File: config.mk
export PLATFORM = sky130hd
export DESIGN_NAME = adsr_envelope_generator_flat
export DESIGN_NICKNAME = d
export VERILOG_FILES = /design/src/adsr_pkg.sv /design/src/adsr_chan_if.sv /design/src/adsr_ser_mul.sv /design/src/adsr_ser_div.sv /design/src/adsr_ctrl.sv /design/src/adsr_envelope_generator.sv /design/src/flat_wrapper.sv
export VERILOG_INCLUDE_DIRS = /design/src /design/src/src
export SDC_FILE = /design/constraint.sdc
export NUM_CORES = 1
export LEC_CHECK = 0
export BUFFER_PORTS_ARGS = -buffer_cell sky130_fd_sc_hd__buf_2
export CORE_ASPECT_RATIO = 1.2
export CORE_UTILIZATION = 55
export DETAILED_ROUTE_END_ITERATION = 6
export PLACE_DENSITY = 0.71
export SYNTH_ARGS = -nofsm -noshare
export SYNTH_HDL_FRONTEND = slang
export SYNTH_SLANG_ARGS = --single-unit
File: constraint.sdc
create_clock -name clk -period 4.15 [get_ports clk]
set_input_delay 0.415 -clock clk [delete_from_list [all_inputs] [get_ports clk]]
set_output_delay 0.415 -clock clk [all_outputs]
set_load 0.01 [all_outputs]
File: src/adsr_envelope_generator_macros.svh
// ----------------------------------------------------------------------------
// ADSR envelope generator assertion macros
// Shared property shorthands for the envelope generator RTL.
// ----------------------------------------------------------------------------
`ifndef ADSR_ENVELOPE_GENERATOR_MACROS_SVH
`define ADSR_ENVELOPE_GENERATOR_MACROS_SVH

// same-cycle implication, disabled while in reset
`define ADSR_ASSERT_IMPL(name, ck, rst_n, ante, cons, msg) \
	name: assert property (@(posedge ck) disable iff (!rst_n) (ante) |-> (cons)) \
		else $error(msg);

// next-cycle implication, disabled while in reset
`define ADSR_ASSERT_NEXT(name, ck, rst_n, ante, cons, msg) \
	name: assert property (@(posedge ck) disable iff (!rst_n) (ante) |=> (cons)) \
		else $error(msg);

`endif

File: src/adsr_pkg.sv
// ----------------------------------------------------------------------------
// ADSR package
// Payload types, register indexes, stage codes and fixed constants.
// ----------------------------------------------------------------------------
`default_nettype none

package adsr_pkg;

	localparam int unsigned SR_W       = 18;
	localparam int unsigned TD_W       = 11;
	localparam int unsigned AT_W       = 16;
	localparam int unsigned RATE_W     = 10;
	localparam int unsigned SUST_W     = 7;
	localparam int unsigned ENV_W      = 16;
	localparam int unsigned CFG_IDX_W  = 1;
	localparam int unsigned CFG_DATA_W = 18;

	// serial multiplier consumes one multiplier bit per cycle
	localparam int unsigned MP_W = AT_W;
	// attack divisor is sample_rate * attack_time
	localparam int unsigned DEN_W = SR_W + AT_W;
	// attack dividend (1000 << 16) * tick_divider fits in 37 bits
	localparam int unsigned NUM_BASE_W = 37;

	localparam int unsigned ATK_MS    = 1000;
	localparam int unsigned ATK_SHIFT = 16;
	localparam int unsigned PERMILLE  = 1000;
	localparam int unsigned PERCENT   = 100;

	localparam logic [CFG_IDX_W-1:0] REG_SAMPLE_RATE  = 1'b0;
	localparam logic [CFG_IDX_W-1:0] REG_TICK_DIVIDER = 1'b1;

	localparam logic [SR_W-1:0] SR_RESET = 18'd44100;
	localparam logic [TD_W-1:0] TD_RESET = 11'd32;

	localparam logic [1:0] STAGE_ATTACK  = 2'd0;
	localparam logic [1:0] STAGE_DECAY   = 2'd1;
	localparam logic [1:0] STAGE_RELEASE = 2'd2;

	typedef struct packed {
		logic              gate;
		logic [AT_W-1:0]   attack_time;
		logic [RATE_W-1:0] decay_rate;
		logic [SUST_W-1:0] sustain_percent;
		logic [RATE_W-1:0] release_rate;
	} ctl_t;

	typedef struct packed {
		logic [ENV_W-1:0] envelope;
	} env_t;

	typedef struct packed {
		logic [CFG_IDX_W-1:0]  index;
		logic [CFG_DATA_W-1:0] data;
	} cfg_t;

endpackage

`default_nettype wire

File: src/adsr_chan_if.sv
// ----------------------------------------------------------------------------
// ADSR channel interface
// Valid/ready channel carrying one payload of type T.
// ----------------------------------------------------------------------------
`default_nettype none

interface adsr_chan_if #(parameter type T = logic);

	logic valid;
	logic ready;
	T     payload;

	modport source (output valid, output payload, input ready);
	modport sink   (input valid, input payload, output ready);

endinterface

`default_nettype wire

File: src/adsr_ser_mul.sv
// ----------------------------------------------------------------------------
// ADSR serial multiplier
// Shift-and-add multiply, one multiplier bit per cycle.
// ----------------------------------------------------------------------------
`default_nettype none

module adsr_ser_mul import adsr_pkg::*; #(
	parameter int unsigned NUM_W = 37
) (
	input  logic             clk,
	input  logic             arst_n,
	input  logic             start,
	input  logic [NUM_W-1:0] mc,
	input  logic [MP_W-1:0]  mp,
	output logic             done,
	output logic [NUM_W-1:0] prod
);

	localparam int unsigned CNT_W = $clog2(MP_W);
	localparam logic [CNT_W-1:0] CNT_LAST = CNT_W'(MP_W - 1);

	logic             busy_q;
	logic             done_q;
	logic [CNT_W-1:0] cnt_q;
	logic [NUM_W-1:0] acc_q;
	logic [NUM_W-1:0] mc_q;
	logic [MP_W-1:0]  mp_q;

	always_ff @(posedge clk or negedge arst_n) begin
		if (!arst_n) begin
			busy_q <= 1'b0;
			done_q <= 1'b0;
			cnt_q  <= '0;
		end else begin
			done_q <= 1'b0;
			if (start) begin
				busy_q <= 1'b1;
				cnt_q  <= '0;
			end else if (busy_q) begin
				cnt_q <= cnt_q + CNT_W'(1);
				if (cnt_q == CNT_LAST) begin
					busy_q <= 1'b0;
					done_q <= 1'b1;
				end
			end
		end
	end

	always_ff @(posedge clk) begin
		if (start) begin
			acc_q <= '0;
			mc_q  <= mc;
			mp_q  <= mp;
		end else if (busy_q) begin
			if (mp_q[0])
				acc_q <= acc_q + mc_q;
			mc_q <= {mc_q[NUM_W-2:0], 1'b0};
			mp_q <= {1'b0, mp_q[MP_W-1:1]};
		end
	end

	assign done = done_q;
	assign prod = acc_q;

endmodule

`default_nettype wire

File: src/adsr_ser_div.sv
// ----------------------------------------------------------------------------
// ADSR serial divider
// Restoring division, one quotient bit per cycle, MSB first.
// ----------------------------------------------------------------------------
`default_nettype none

module adsr_ser_div import adsr_pkg::*; #(
	parameter int unsigned NUM_W = 37
) (
	input  logic             clk,
	input  logic             arst_n,
	input  logic             start,
	input  logic [NUM_W-1:0] num,
	input  logic [DEN_W-1:0] den,
	output logic             done,
	output logic [NUM_W-1:0] quot
);

	localparam int unsigned CNT_W = $clog2(NUM_W);
	localparam logic [CNT_W-1:0] CNT_LAST = CNT_W'(NUM_W - 1);

	logic             busy_q;
	logic             done_q;
	logic [CNT_W-1:0] cnt_q;
	logic [NUM_W-1:0] nq_q;   // dividend shifts out the top, quotient in the bottom
	logic [DEN_W-1:0] rem_q;
	logic [DEN_W-1:0] den_q;
	logic [DEN_W:0]   trial;
	logic             fits;

	assign trial = {rem_q, nq_q[NUM_W-1]};
	assign fits  = trial >= {1'b0, den_q};

	always_ff @(posedge clk or negedge arst_n) begin
		if (!arst_n) begin
			busy_q <= 1'b0;
			done_q <= 1'b0;
			cnt_q  <= '0;
		end else begin
			done_q <= 1'b0;
			if (start) begin
				busy_q <= 1'b1;
				cnt_q  <= '0;
			end else if (busy_q) begin
				cnt_q <= cnt_q + CNT_W'(1);
				if (cnt_q == CNT_LAST) begin
					busy_q <= 1'b0;
					done_q <= 1'b1;
				end
			end
		end
	end

	always_ff @(posedge clk) begin
		if (start) begin
			nq_q  <= num;
			rem_q <= '0;
			den_q <= den;
		end else if (busy_q) begin
			if (fits)
				rem_q <= DEN_W'(trial - {1'b0, den_q});
			else
				rem_q <= trial[DEN_W-1:0];
			nq_q <= {nq_q[NUM_W-2:0], fits};
		end
	end

	assign done = done_q;
	assign quot = nq_q;

endmodule

`default_nettype wire

File: src/adsr_ctrl.sv
// ----------------------------------------------------------------------------
// ADSR control
// Stage/level update sequencer around the serial multiplier and divider.
// ----------------------------------------------------------------------------
`default_nettype none
`include "adsr_envelope_generator_macros.svh"

module adsr_ctrl import adsr_pkg::*; #(
	parameter int unsigned FULL_SCALE = 65535,
	parameter int unsigned LVL_W      = $clog2(FULL_SCALE + 1)
) (
	input  logic             clk,
	input  logic             arst_n,
	input  logic             in_valid,
	output logic             in_ready,
	input  ctl_t             in_data,
	input  logic [SR_W-1:0]  sample_rate,
	input  logic [TD_W-1:0]  tick_divider,
	input  logic             out_free,
	output logic             res_valid,
	output logic [LVL_W-1:0] res_level
);

	localparam int unsigned SUS_W = LVL_W + 1;
	localparam int unsigned SUS_N = 2 ** SUST_W;
	localparam int unsigned NUM_W =
		(LVL_W + RATE_W > NUM_BASE_W) ? LVL_W + RATE_W : NUM_BASE_W;

	localparam logic [LVL_W-1:0] FULL      = LVL_W'(FULL_SCALE);
	localparam logic [NUM_W-1:0] FULL_N    = NUM_W'(FULL_SCALE);
	localparam logic [NUM_W-1:0] ATK_SCALE = NUM_W'(ATK_MS) << ATK_SHIFT;

	localparam logic [1:0] ST_IDLE = 2'd0;
	localparam logic [1:0] ST_MUL  = 2'd1;
	localparam logic [1:0] ST_DIV  = 2'd2;
	localparam logic [1:0] ST_FIN  = 2'd3;

	logic [1:0]       state_q;
	logic [1:0]       stage_q;
	logic [LVL_W-1:0] lvl_q;
	logic             hold_q;
	logic [NUM_W-1:0] step_q;

	logic [SUS_W-1:0] sus_tab [SUS_N];
	logic [SUS_W-1:0] sus;
	logic [1:0]       stage_n;
	logic [LVL_W-1:0] lvl_s;
	logic             accept;
	logic             atk_zero;
	logic             dec_hold;

	logic             mul_start;
	logic [NUM_W-1:0] mul_mc;
	logic [MP_W-1:0]  mul_mp;
	logic             mul_done;
	logic [NUM_W-1:0] mul_prod;

	logic             div_start;
	logic [NUM_W-1:0] div_num;
	logic [DEN_W-1:0] div_den;
	logic             div_done;
	logic [NUM_W-1:0] div_quot;

	logic [LVL_W-1:0] atk_step;
	logic [LVL_W:0]   atk_sum;
	logic [NUM_W-1:0] drop;
	logic [LVL_W-1:0] lvl_new;

	// sustain level per percent code, worked out at elaboration
	for (genvar i = 0; i < SUS_N; i++) begin : g_sus
		assign sus_tab[i] = SUS_W'((64'(FULL_SCALE) * 64'(i)) / 64'(PERCENT));
	end

	assign sus      = sus_tab[in_data.sustain_percent];
	assign in_ready = (state_q == ST_IDLE);
	assign accept   = in_valid && in_ready;
	assign atk_zero = (in_data.attack_time == '0) || (sample_rate == '0);

	always_comb begin
		stage_n = stage_q;
		lvl_s   = lvl_q;
		if (in_data.gate) begin
			if (stage_q != STAGE_ATTACK && stage_q != STAGE_DECAY) begin
				stage_n = STAGE_ATTACK;
				lvl_s   = '0;
			end
			if (stage_n == STAGE_ATTACK && lvl_s == FULL)
				stage_n = STAGE_DECAY;
		end else begin
			stage_n = STAGE_RELEASE;
		end
	end

	assign dec_hold = SUS_W'(lvl_s) <= sus;

	always_comb begin
		if (stage_n == STAGE_ATTACK) begin
			mul_mc = NUM_W'(sample_rate);
			mul_mp = MP_W'(in_data.attack_time);
		end else if (stage_n == STAGE_DECAY) begin
			mul_mc = NUM_W'(lvl_s - sus[LVL_W-1:0]);
			mul_mp = MP_W'(in_data.decay_rate);
		end else begin
			mul_mc = NUM_W'(lvl_s);
			mul_mp = MP_W'(in_data.release_rate);
		end
	end

	// skip the arithmetic for an instant attack or a decay already at sustain
	assign mul_start = accept
		&& !(stage_n == STAGE_ATTACK && atk_zero)
		&& !(stage_n == STAGE_DECAY && dec_hold);

	assign div_start = (state_q == ST_MUL) && mul_done;

	always_comb begin
		if (stage_q == STAGE_ATTACK) begin
			div_num = NUM_W'(tick_divider) * ATK_SCALE;
			div_den = mul_prod[DEN_W-1:0];
		end else begin
			div_num = mul_prod;
			div_den = DEN_W'(PERMILLE);
		end
	end

	adsr_ser_mul #(.NUM_W(NUM_W)) u_mul (
		.clk    (clk),
		.arst_n (arst_n),
		.start  (mul_start),
		.mc     (mul_mc),
		.mp     (mul_mp),
		.done   (mul_done),
		.prod   (mul_prod)
	);

	adsr_ser_div #(.NUM_W(NUM_W)) u_div (
		.clk    (clk),
		.arst_n (arst_n),
		.start  (div_start),
		.num    (div_num),
		.den    (div_den),
		.done   (div_done),
		.quot   (div_quot)
	);

	always_comb begin
		atk_step = (step_q > FULL_N) ? FULL : step_q[LVL_W-1:0];
		atk_sum  = {1'b0, lvl_q} + {1'b0, atk_step};
		drop     = (step_q == '0) ? NUM_W'(1) : step_q;
		if (stage_q == STAGE_ATTACK)
			lvl_new = (atk_sum > {1'b0, FULL}) ? FULL : atk_sum[LVL_W-1:0];
		else if (hold_q)
			lvl_new = lvl_q;
		else if (drop >= NUM_W'(lvl_q))
			lvl_new = '0;
		else
			lvl_new = lvl_q - drop[LVL_W-1:0];
	end

	assign res_valid = (state_q == ST_FIN) && out_free;
	assign res_level = lvl_new;

	always_ff @(posedge clk or negedge arst_n) begin
		if (!arst_n) begin
			state_q <= ST_IDLE;
			stage_q <= STAGE_RELEASE;
			lvl_q   <= '0;
			hold_q  <= 1'b0;
		end else begin
			unique case (state_q)
				ST_IDLE: begin
					if (accept) begin
						stage_q <= stage_n;
						lvl_q   <= lvl_s;
						hold_q  <= (stage_n == STAGE_DECAY) && dec_hold;
						state_q <= mul_start ? ST_MUL : ST_FIN;
					end
				end
				ST_MUL: begin
					if (mul_done)
						state_q <= ST_DIV;
				end
				ST_DIV: begin
					if (div_done)
						state_q <= ST_FIN;
				end
				ST_FIN: begin
					if (out_free) begin
						lvl_q   <= lvl_new;
						state_q <= ST_IDLE;
					end
				end
			endcase
		end
	end

	// instant attack preloads a full-scale step; otherwise the quotient lands here
	always_ff @(posedge clk) begin
		if (accept)
			step_q <= FULL_N;
		else if (state_q == ST_DIV && div_done)
			step_q <= div_quot;
	end

	`ADSR_ASSERT_NEXT(a_one_tick, clk, arst_n, accept, !in_ready, "second request taken while busy")
	`ADSR_ASSERT_NEXT(a_atk_rise, clk, arst_n, res_valid && stage_q == STAGE_ATTACK, lvl_q >= $past(lvl_q), "attack lowered level")
	`ADSR_ASSERT_NEXT(a_dec_fall, clk, arst_n, res_valid && stage_q == STAGE_DECAY, lvl_q <= $past(lvl_q), "decay raised level")
	`ADSR_ASSERT_NEXT(a_rel_fall, clk, arst_n, res_valid && stage_q == STAGE_RELEASE, lvl_q == '0 || lvl_q < $past(lvl_q), "release did not drop")

endmodule

`default_nettype wire

File: src/adsr_envelope_generator.sv
// ----------------------------------------------------------------------------
// ADSR envelope generator
// One envelope update per control tick, multiply/divide done bit-serially.
// ----------------------------------------------------------------------------
//  Channel  Dir  Payload  Notes
//  ctl      in   ctl_t    one request per control tick
//  env      out  env_t    new level, held in a one-deep output register
//  cfg      in   cfg_t    register write, always ready
//
//  A tick with arithmetic runs the shift-add multiplier and then the restoring
//  divider (NUM_W = 37) before the next request is accepted. An instant attack
//  or a held decay skips both and goes straight to the result.
//  Reset: stage release, level 0, sample_rate 44100, tick_divider 32.
//  A new request is taken while the previous result waits on env; its result
//  is held in the sequencer until env drains.
// ----------------------------------------------------------------------------
`default_nettype none

module adsr_envelope_generator import adsr_pkg::*; #(
	parameter int unsigned FULL_SCALE = 65535
) (
	input logic         clk,
	input logic         arst_n,
	adsr_chan_if.sink   ctl,
	adsr_chan_if.source env,
	adsr_chan_if.sink   cfg
);

	localparam int unsigned LVL_W = $clog2(FULL_SCALE + 1);

	logic [SR_W-1:0]  sample_rate_q;
	logic [TD_W-1:0]  tick_divider_q;
	logic             env_valid_q;
	logic [ENV_W-1:0] env_data_q;
	logic             out_free;
	logic             res_valid;
	logic [LVL_W-1:0] res_level;
	cfg_t             cfg_req;
	ctl_t             ctl_req;
	env_t             env_rsp;

	assign cfg_req   = cfg.payload;
	assign ctl_req   = ctl.payload;
	assign cfg.ready = 1'b1;

	always_ff @(posedge clk or negedge arst_n) begin
		if (!arst_n) begin
			sample_rate_q  <= SR_RESET;
			tick_divider_q <= TD_RESET;
		end else if (cfg.valid && cfg.ready) begin
			unique case (cfg_req.index)
				REG_SAMPLE_RATE:  sample_rate_q  <= cfg_req.data[SR_W-1:0];
				REG_TICK_DIVIDER: tick_divider_q <= cfg_req.data[TD_W-1:0];
			endcase
		end
	end

	assign out_free = !env_valid_q || env.ready;

	adsr_ctrl #(
		.FULL_SCALE (FULL_SCALE),
		.LVL_W      (LVL_W)
	) u_ctrl (
		.clk          (clk),
		.arst_n       (arst_n),
		.in_valid     (ctl.valid),
		.in_ready     (ctl.ready),
		.in_data      (ctl_req),
		.sample_rate  (sample_rate_q),
		.tick_divider (tick_divider_q),
		.out_free     (out_free),
		.res_valid    (res_valid),
		.res_level    (res_level)
	);

	always_ff @(posedge clk or negedge arst_n) begin
		if (!arst_n)
			env_valid_q <= 1'b0;
		else if (res_valid)
			env_valid_q <= 1'b1;
		else if (env.ready)
			env_valid_q <= 1'b0;
	end

	always_ff @(posedge clk) begin
		if (res_valid)
			env_data_q <= ENV_W'(res_level);
	end

	assign env_rsp.envelope = env_data_q;
	assign env.valid        = env_valid_q;
	assign env.payload      = env_rsp;

endmodule

`default_nettype wire
File: src/flat_wrapper.sv
// flat-port wrapper written by rule: the top's interface ports become plain ports
module adsr_envelope_generator_flat import adsr_pkg::*;
#(
	parameter int unsigned FULL_SCALE = 65535
)
  (clk, arst_n, ctl_valid, ctl_payload, ctl_ready, env_valid, env_payload, env_ready, cfg_valid, cfg_payload, cfg_ready);
  adsr_chan_if ctl_i ();
  adsr_chan_if env_i ();
  adsr_chan_if cfg_i ();
  input logic clk;
  input logic arst_n;
  input wire logic [$bits(ctl_i.valid)-1:0] ctl_valid;
  input wire logic [$bits(ctl_i.payload)-1:0] ctl_payload;
  output wire logic [$bits(ctl_i.ready)-1:0] ctl_ready;
  output wire logic [$bits(env_i.valid)-1:0] env_valid;
  output wire logic [$bits(env_i.payload)-1:0] env_payload;
  input wire logic [$bits(env_i.ready)-1:0] env_ready;
  input wire logic [$bits(cfg_i.valid)-1:0] cfg_valid;
  input wire logic [$bits(cfg_i.payload)-1:0] cfg_payload;
  output wire logic [$bits(cfg_i.ready)-1:0] cfg_ready;
  assign ctl_i.valid = ctl_valid;
  assign ctl_i.payload = ctl_payload;
  assign ctl_ready = ctl_i.ready;
  assign env_valid = env_i.valid;
  assign env_payload = env_i.payload;
  assign env_i.ready = env_ready;
  assign cfg_i.valid = cfg_valid;
  assign cfg_i.payload = cfg_payload;
  assign cfg_ready = cfg_i.ready;
  adsr_envelope_generator #(.FULL_SCALE(FULL_SCALE)) u_core (.clk(clk), .arst_n(arst_n), .ctl(ctl_i), .env(env_i), .cfg(cfg_i));
endmodule
==> results.tsv <==
metric	value	unit
run status	complete, but fails checks	
failing checks	negative hold slack	
hold_ws	-0.00733	ns
Setup-failing EPs final	0	
Logic pwr share	0.2	%
PD cells	343	nW/um^2
# hold bufs at CTS	0	
post-DR wirelength/cell	15.9	um
Tot Pwr	4.39	mW
routability cong.	0.872	
most frequent cells in the layout	nand2_1 (284), dfxtp_1 (129), nor2_1 (108)	
# IOs	11	
Post-Syn Area	11800	um^2
worst hold-check path type	in2async	
Internal	3.51	mW
syn_area_per_cell	8.61	um^2
R2R Path Start	u_core.u_ctrl.step_q[18]	
drt pass-1 iters	5	
vias in the first global route	8850	
Area Overhead vs Synth	9.03	%
Max Cap Viol	0	
leakage	5.36	nW
CP Class	reg2reg	
Clock transition at path regs	0.06	ns
Antenna diodes	0	
post-synthesis mux area share	2.48	%
Final Hold Viols	11	
largest net degree at the start of global routing	69	
post-synthesis xor/xnor area fraction	5.44	%
Yosys reg bits	217	
Cell Rows	58	
fin nets	1419	
postcts setup bufs	0	
Worst slew margin	31.7	%
main combinational cell family by area after synthesis	simple AND/OR/NAND/NOR gates	
Synth Area in Adders	8.33	%
syn nets	1449	
Compound-Gate Fraction of Synth Area	16.4	%
final setup TNS	0	ns
first-pass GRT wire length	43.1	mm
asr flop ratio synth	15.2	%
register area share after synthesis	43.1	%
residual DRC count	0	
hpwl dp	17.9	mm
area of the multi-input gates	6230	um^2
layout cells sized above 1	7.02	%
Max VDD drop	0.298	mV
H-tree Lvls	1	
worst slew pin tran	1.02	ns
pins over their slew limit	0	
via density per instance	5.70	
register share of total power	49.2	%
Max Buffers Root-to-Sink	3	
total clock buffers created by CTS	24	
crit start category	flip-flop	
Iter 0 DRT Violations	471	
crit path from	u_core.u_ctrl.step_q[18]	
most common cell after layout, fill and taps aside	nand2_1	
DIE WIDTH	135	um
CP arrival	4.32	ns
prevailing post-synth register cell	dfxtp_1	
post-route minimum period	3.90	ns
core area	21000	um^2
Total GRT Usage	24.1	%
CP Capture Type	flip-flop	
GR Overflow Total	0	
Detail Route Antenna Nets	0	
Clock Power Share	50.6	%
Gate Count Post-Synth	1365	
R2R Path End	u_core.u_ctrl.lvl_q[15]	
CP max FO	2	
die height	162	um
final critical-path share of the clock period	94.1	%
FF-to-FF path depth	15	
Synth Area in Simple Gates	20.0	%
die footprint	22000	um^2
yosys warns	0	
Setup Skew	0.0128	ns
Fillers	1817	
via count	9244	
WP data required	4.56	ns
Sink Count	217	
initial core utilization	56.0	%
Peak Freq	256	MHz
post-CTS sizing	0	
Routed WL	25.9	mm
synth unique cells	74	
Worst-Skew Late Latency	0.52	ns
worst setup path end	u_core.u_ctrl.lvl_q[15]	
Sw Ratio	20.1	%
CTS tree	done	
root buffer cell	clkbuf_16	
initial antenna violation count	0	
RSZ-0062 raised after global routing	false	
Post-synth EDFFs	55	
PortBufs	7	
Sequential Area	5060	um^2
P_sw	882	uW
R2R setup slack	0.25	ns
-- cell type report --
type,count,share of cell area (%)
Clock inverter,12,0.898
Sequential cell,217,39.5
Multi-Input combinational cell,1015,48.6
Timing Repair Buffer,21,1.09
Inverter,56,1.64
Clock buffer,32,5.64
Tap cell,270,2.64
-- per-layer routing --
layer	vias to the layer above	global-route usage, %	part of all wire (%)
met1	4360	32.2	45
li1	4671	-	-
met5	-	0	0
met3	33	2.56	4.3
met2	180	41.7	49
met4	0	5.62	1.6
-- sequential cells by signal, summed over array words and instances (netlist names), 2 cells and up --
register / flops
u_core.u_ctrl.u_mul.cnt_q: 4
u_core.u_ctrl.u_mul.prod: 37
u_core.u_ctrl.state_q: 2
u_core.u_ctrl.step_q: 37
u_core.u_ctrl.u_div.quot: 37
u_core.u_ctrl.u_mul.mc_q: 37
u_core.u_ctrl.lvl_q: 16
u_core.u_ctrl.u_div.rem_q: 34
u_core.u_ctrl.u_div.cnt_q: 6
-- how the worst min path moves through the flow --
stage | from | end | slack (ns) | cells after the start
after floorplan | arst_n | u_core.env.valid | 0.12 | 0
after global placement | u_core.u_ctrl.step_q[17] | u_core.u_ctrl.step_q[17] | 0.44 | 2
after detailed placement | u_core.u_ctrl.step_q[19] | u_core.u_ctrl.step_q[19] | 0.45 | 2
after CTS | arst_n | u_core.u_ctrl.lvl_q[4] | 0.01 | 1
after global routing | arst_n | u_core.u_ctrl.lvl_q[5] | 0.06 | 1
final | arst_n | u_core.u_ctrl.lvl_q[5] | -0.007 | 1
-- cells by family (layout without fill, tap and decap cells) --
kind of cell	after synthesis	after routing
AO/OA/AOI/OAI	303	303
XOR/XNOR	73	73
adder cells (fa/ha/maj)	77	77
buffers and inverters	133	121
flip-flops	217	217
multiplexers	29	29
other	1	1
AND/OR/NAND/NOR	532	532
-- cell usage after synthesis (12+ instances only) --
master | n | share of area, %
nand3_1 | 24 | 1.0
edfxtp_1 | 55 | 14
mux2i_1 | 28 | 2.4
nor2b_1 | 12 | 0.64
dfxtp_1 | 129 | 22
a21oi_1 | 107 | 4.6
a211oi_1 | 32 | 2.0
xnor2_1 | 47 | 3.5
nand2_1 | 285 | 9.1
clkbuf_1 | 69 | 2.2
o21ai_0 | 58 | 2.5
dfrtp_1 | 33 | 7.0
nand4_1 | 15 | 0.80
o211ai_1 | 18 | 1.1
nor4_1 | 13 | 0.69
xor2_1 | 26 | 1.9
ha_1 | 75 | 8.0
nor3_1 | 16 | 0.68
a21o_1 | 22 | 1.4
nor2_1 | 108 | 3.4
inv_1 | 56 | 1.8
-- per-stage QoR --
stage	cell area (um^2)	cells	setup WS [ns]	utilization [%]	hold WS, ns
after floorplan	11800	1365	0.466	-	0.119
after global placement	12000	1579	0.0555	57.0	0.444
after detailed placement	12000	1579	0.0101	57.0	0.447
after CTS	12800	1623	0.0154	61.0	0.0143
after global routing	12800	1623	0.00641	61.1	0.0581
final	12800	1623	0.247	61.1	-0.00733
-- critical path: stages, from the launching register on --
cell and delay, ns:
dfxtp_1 0.31, or4_1 0.52, or4_4 0.53, nor2_1 0.11
or2_2 0.12, ha_1 0.16, nor2b_1 0.06, o21ai_0 0.22
a21oi_1 0.11, a211oi_1 0.37, o21bai_1 0.10, a21oi_1 0.23
o21ai_0 0.16, o41ai_1 0.43, xnor2_1 0.13, a31o_2 0.25
-- power groups by stage --
stage               combinational [mW]  sequential (mW)  clock (mW)
global placement                0.0104             2.21           0
finish                         0.00989             2.16        2.22
global route                    0.0120             2.16        2.34
CTS                             0.0105             2.16        2.25
floorplan                      0.00141             2.21           0
detailed placement              0.0105             2.21           0
Power figures use the tool's default switching activity.
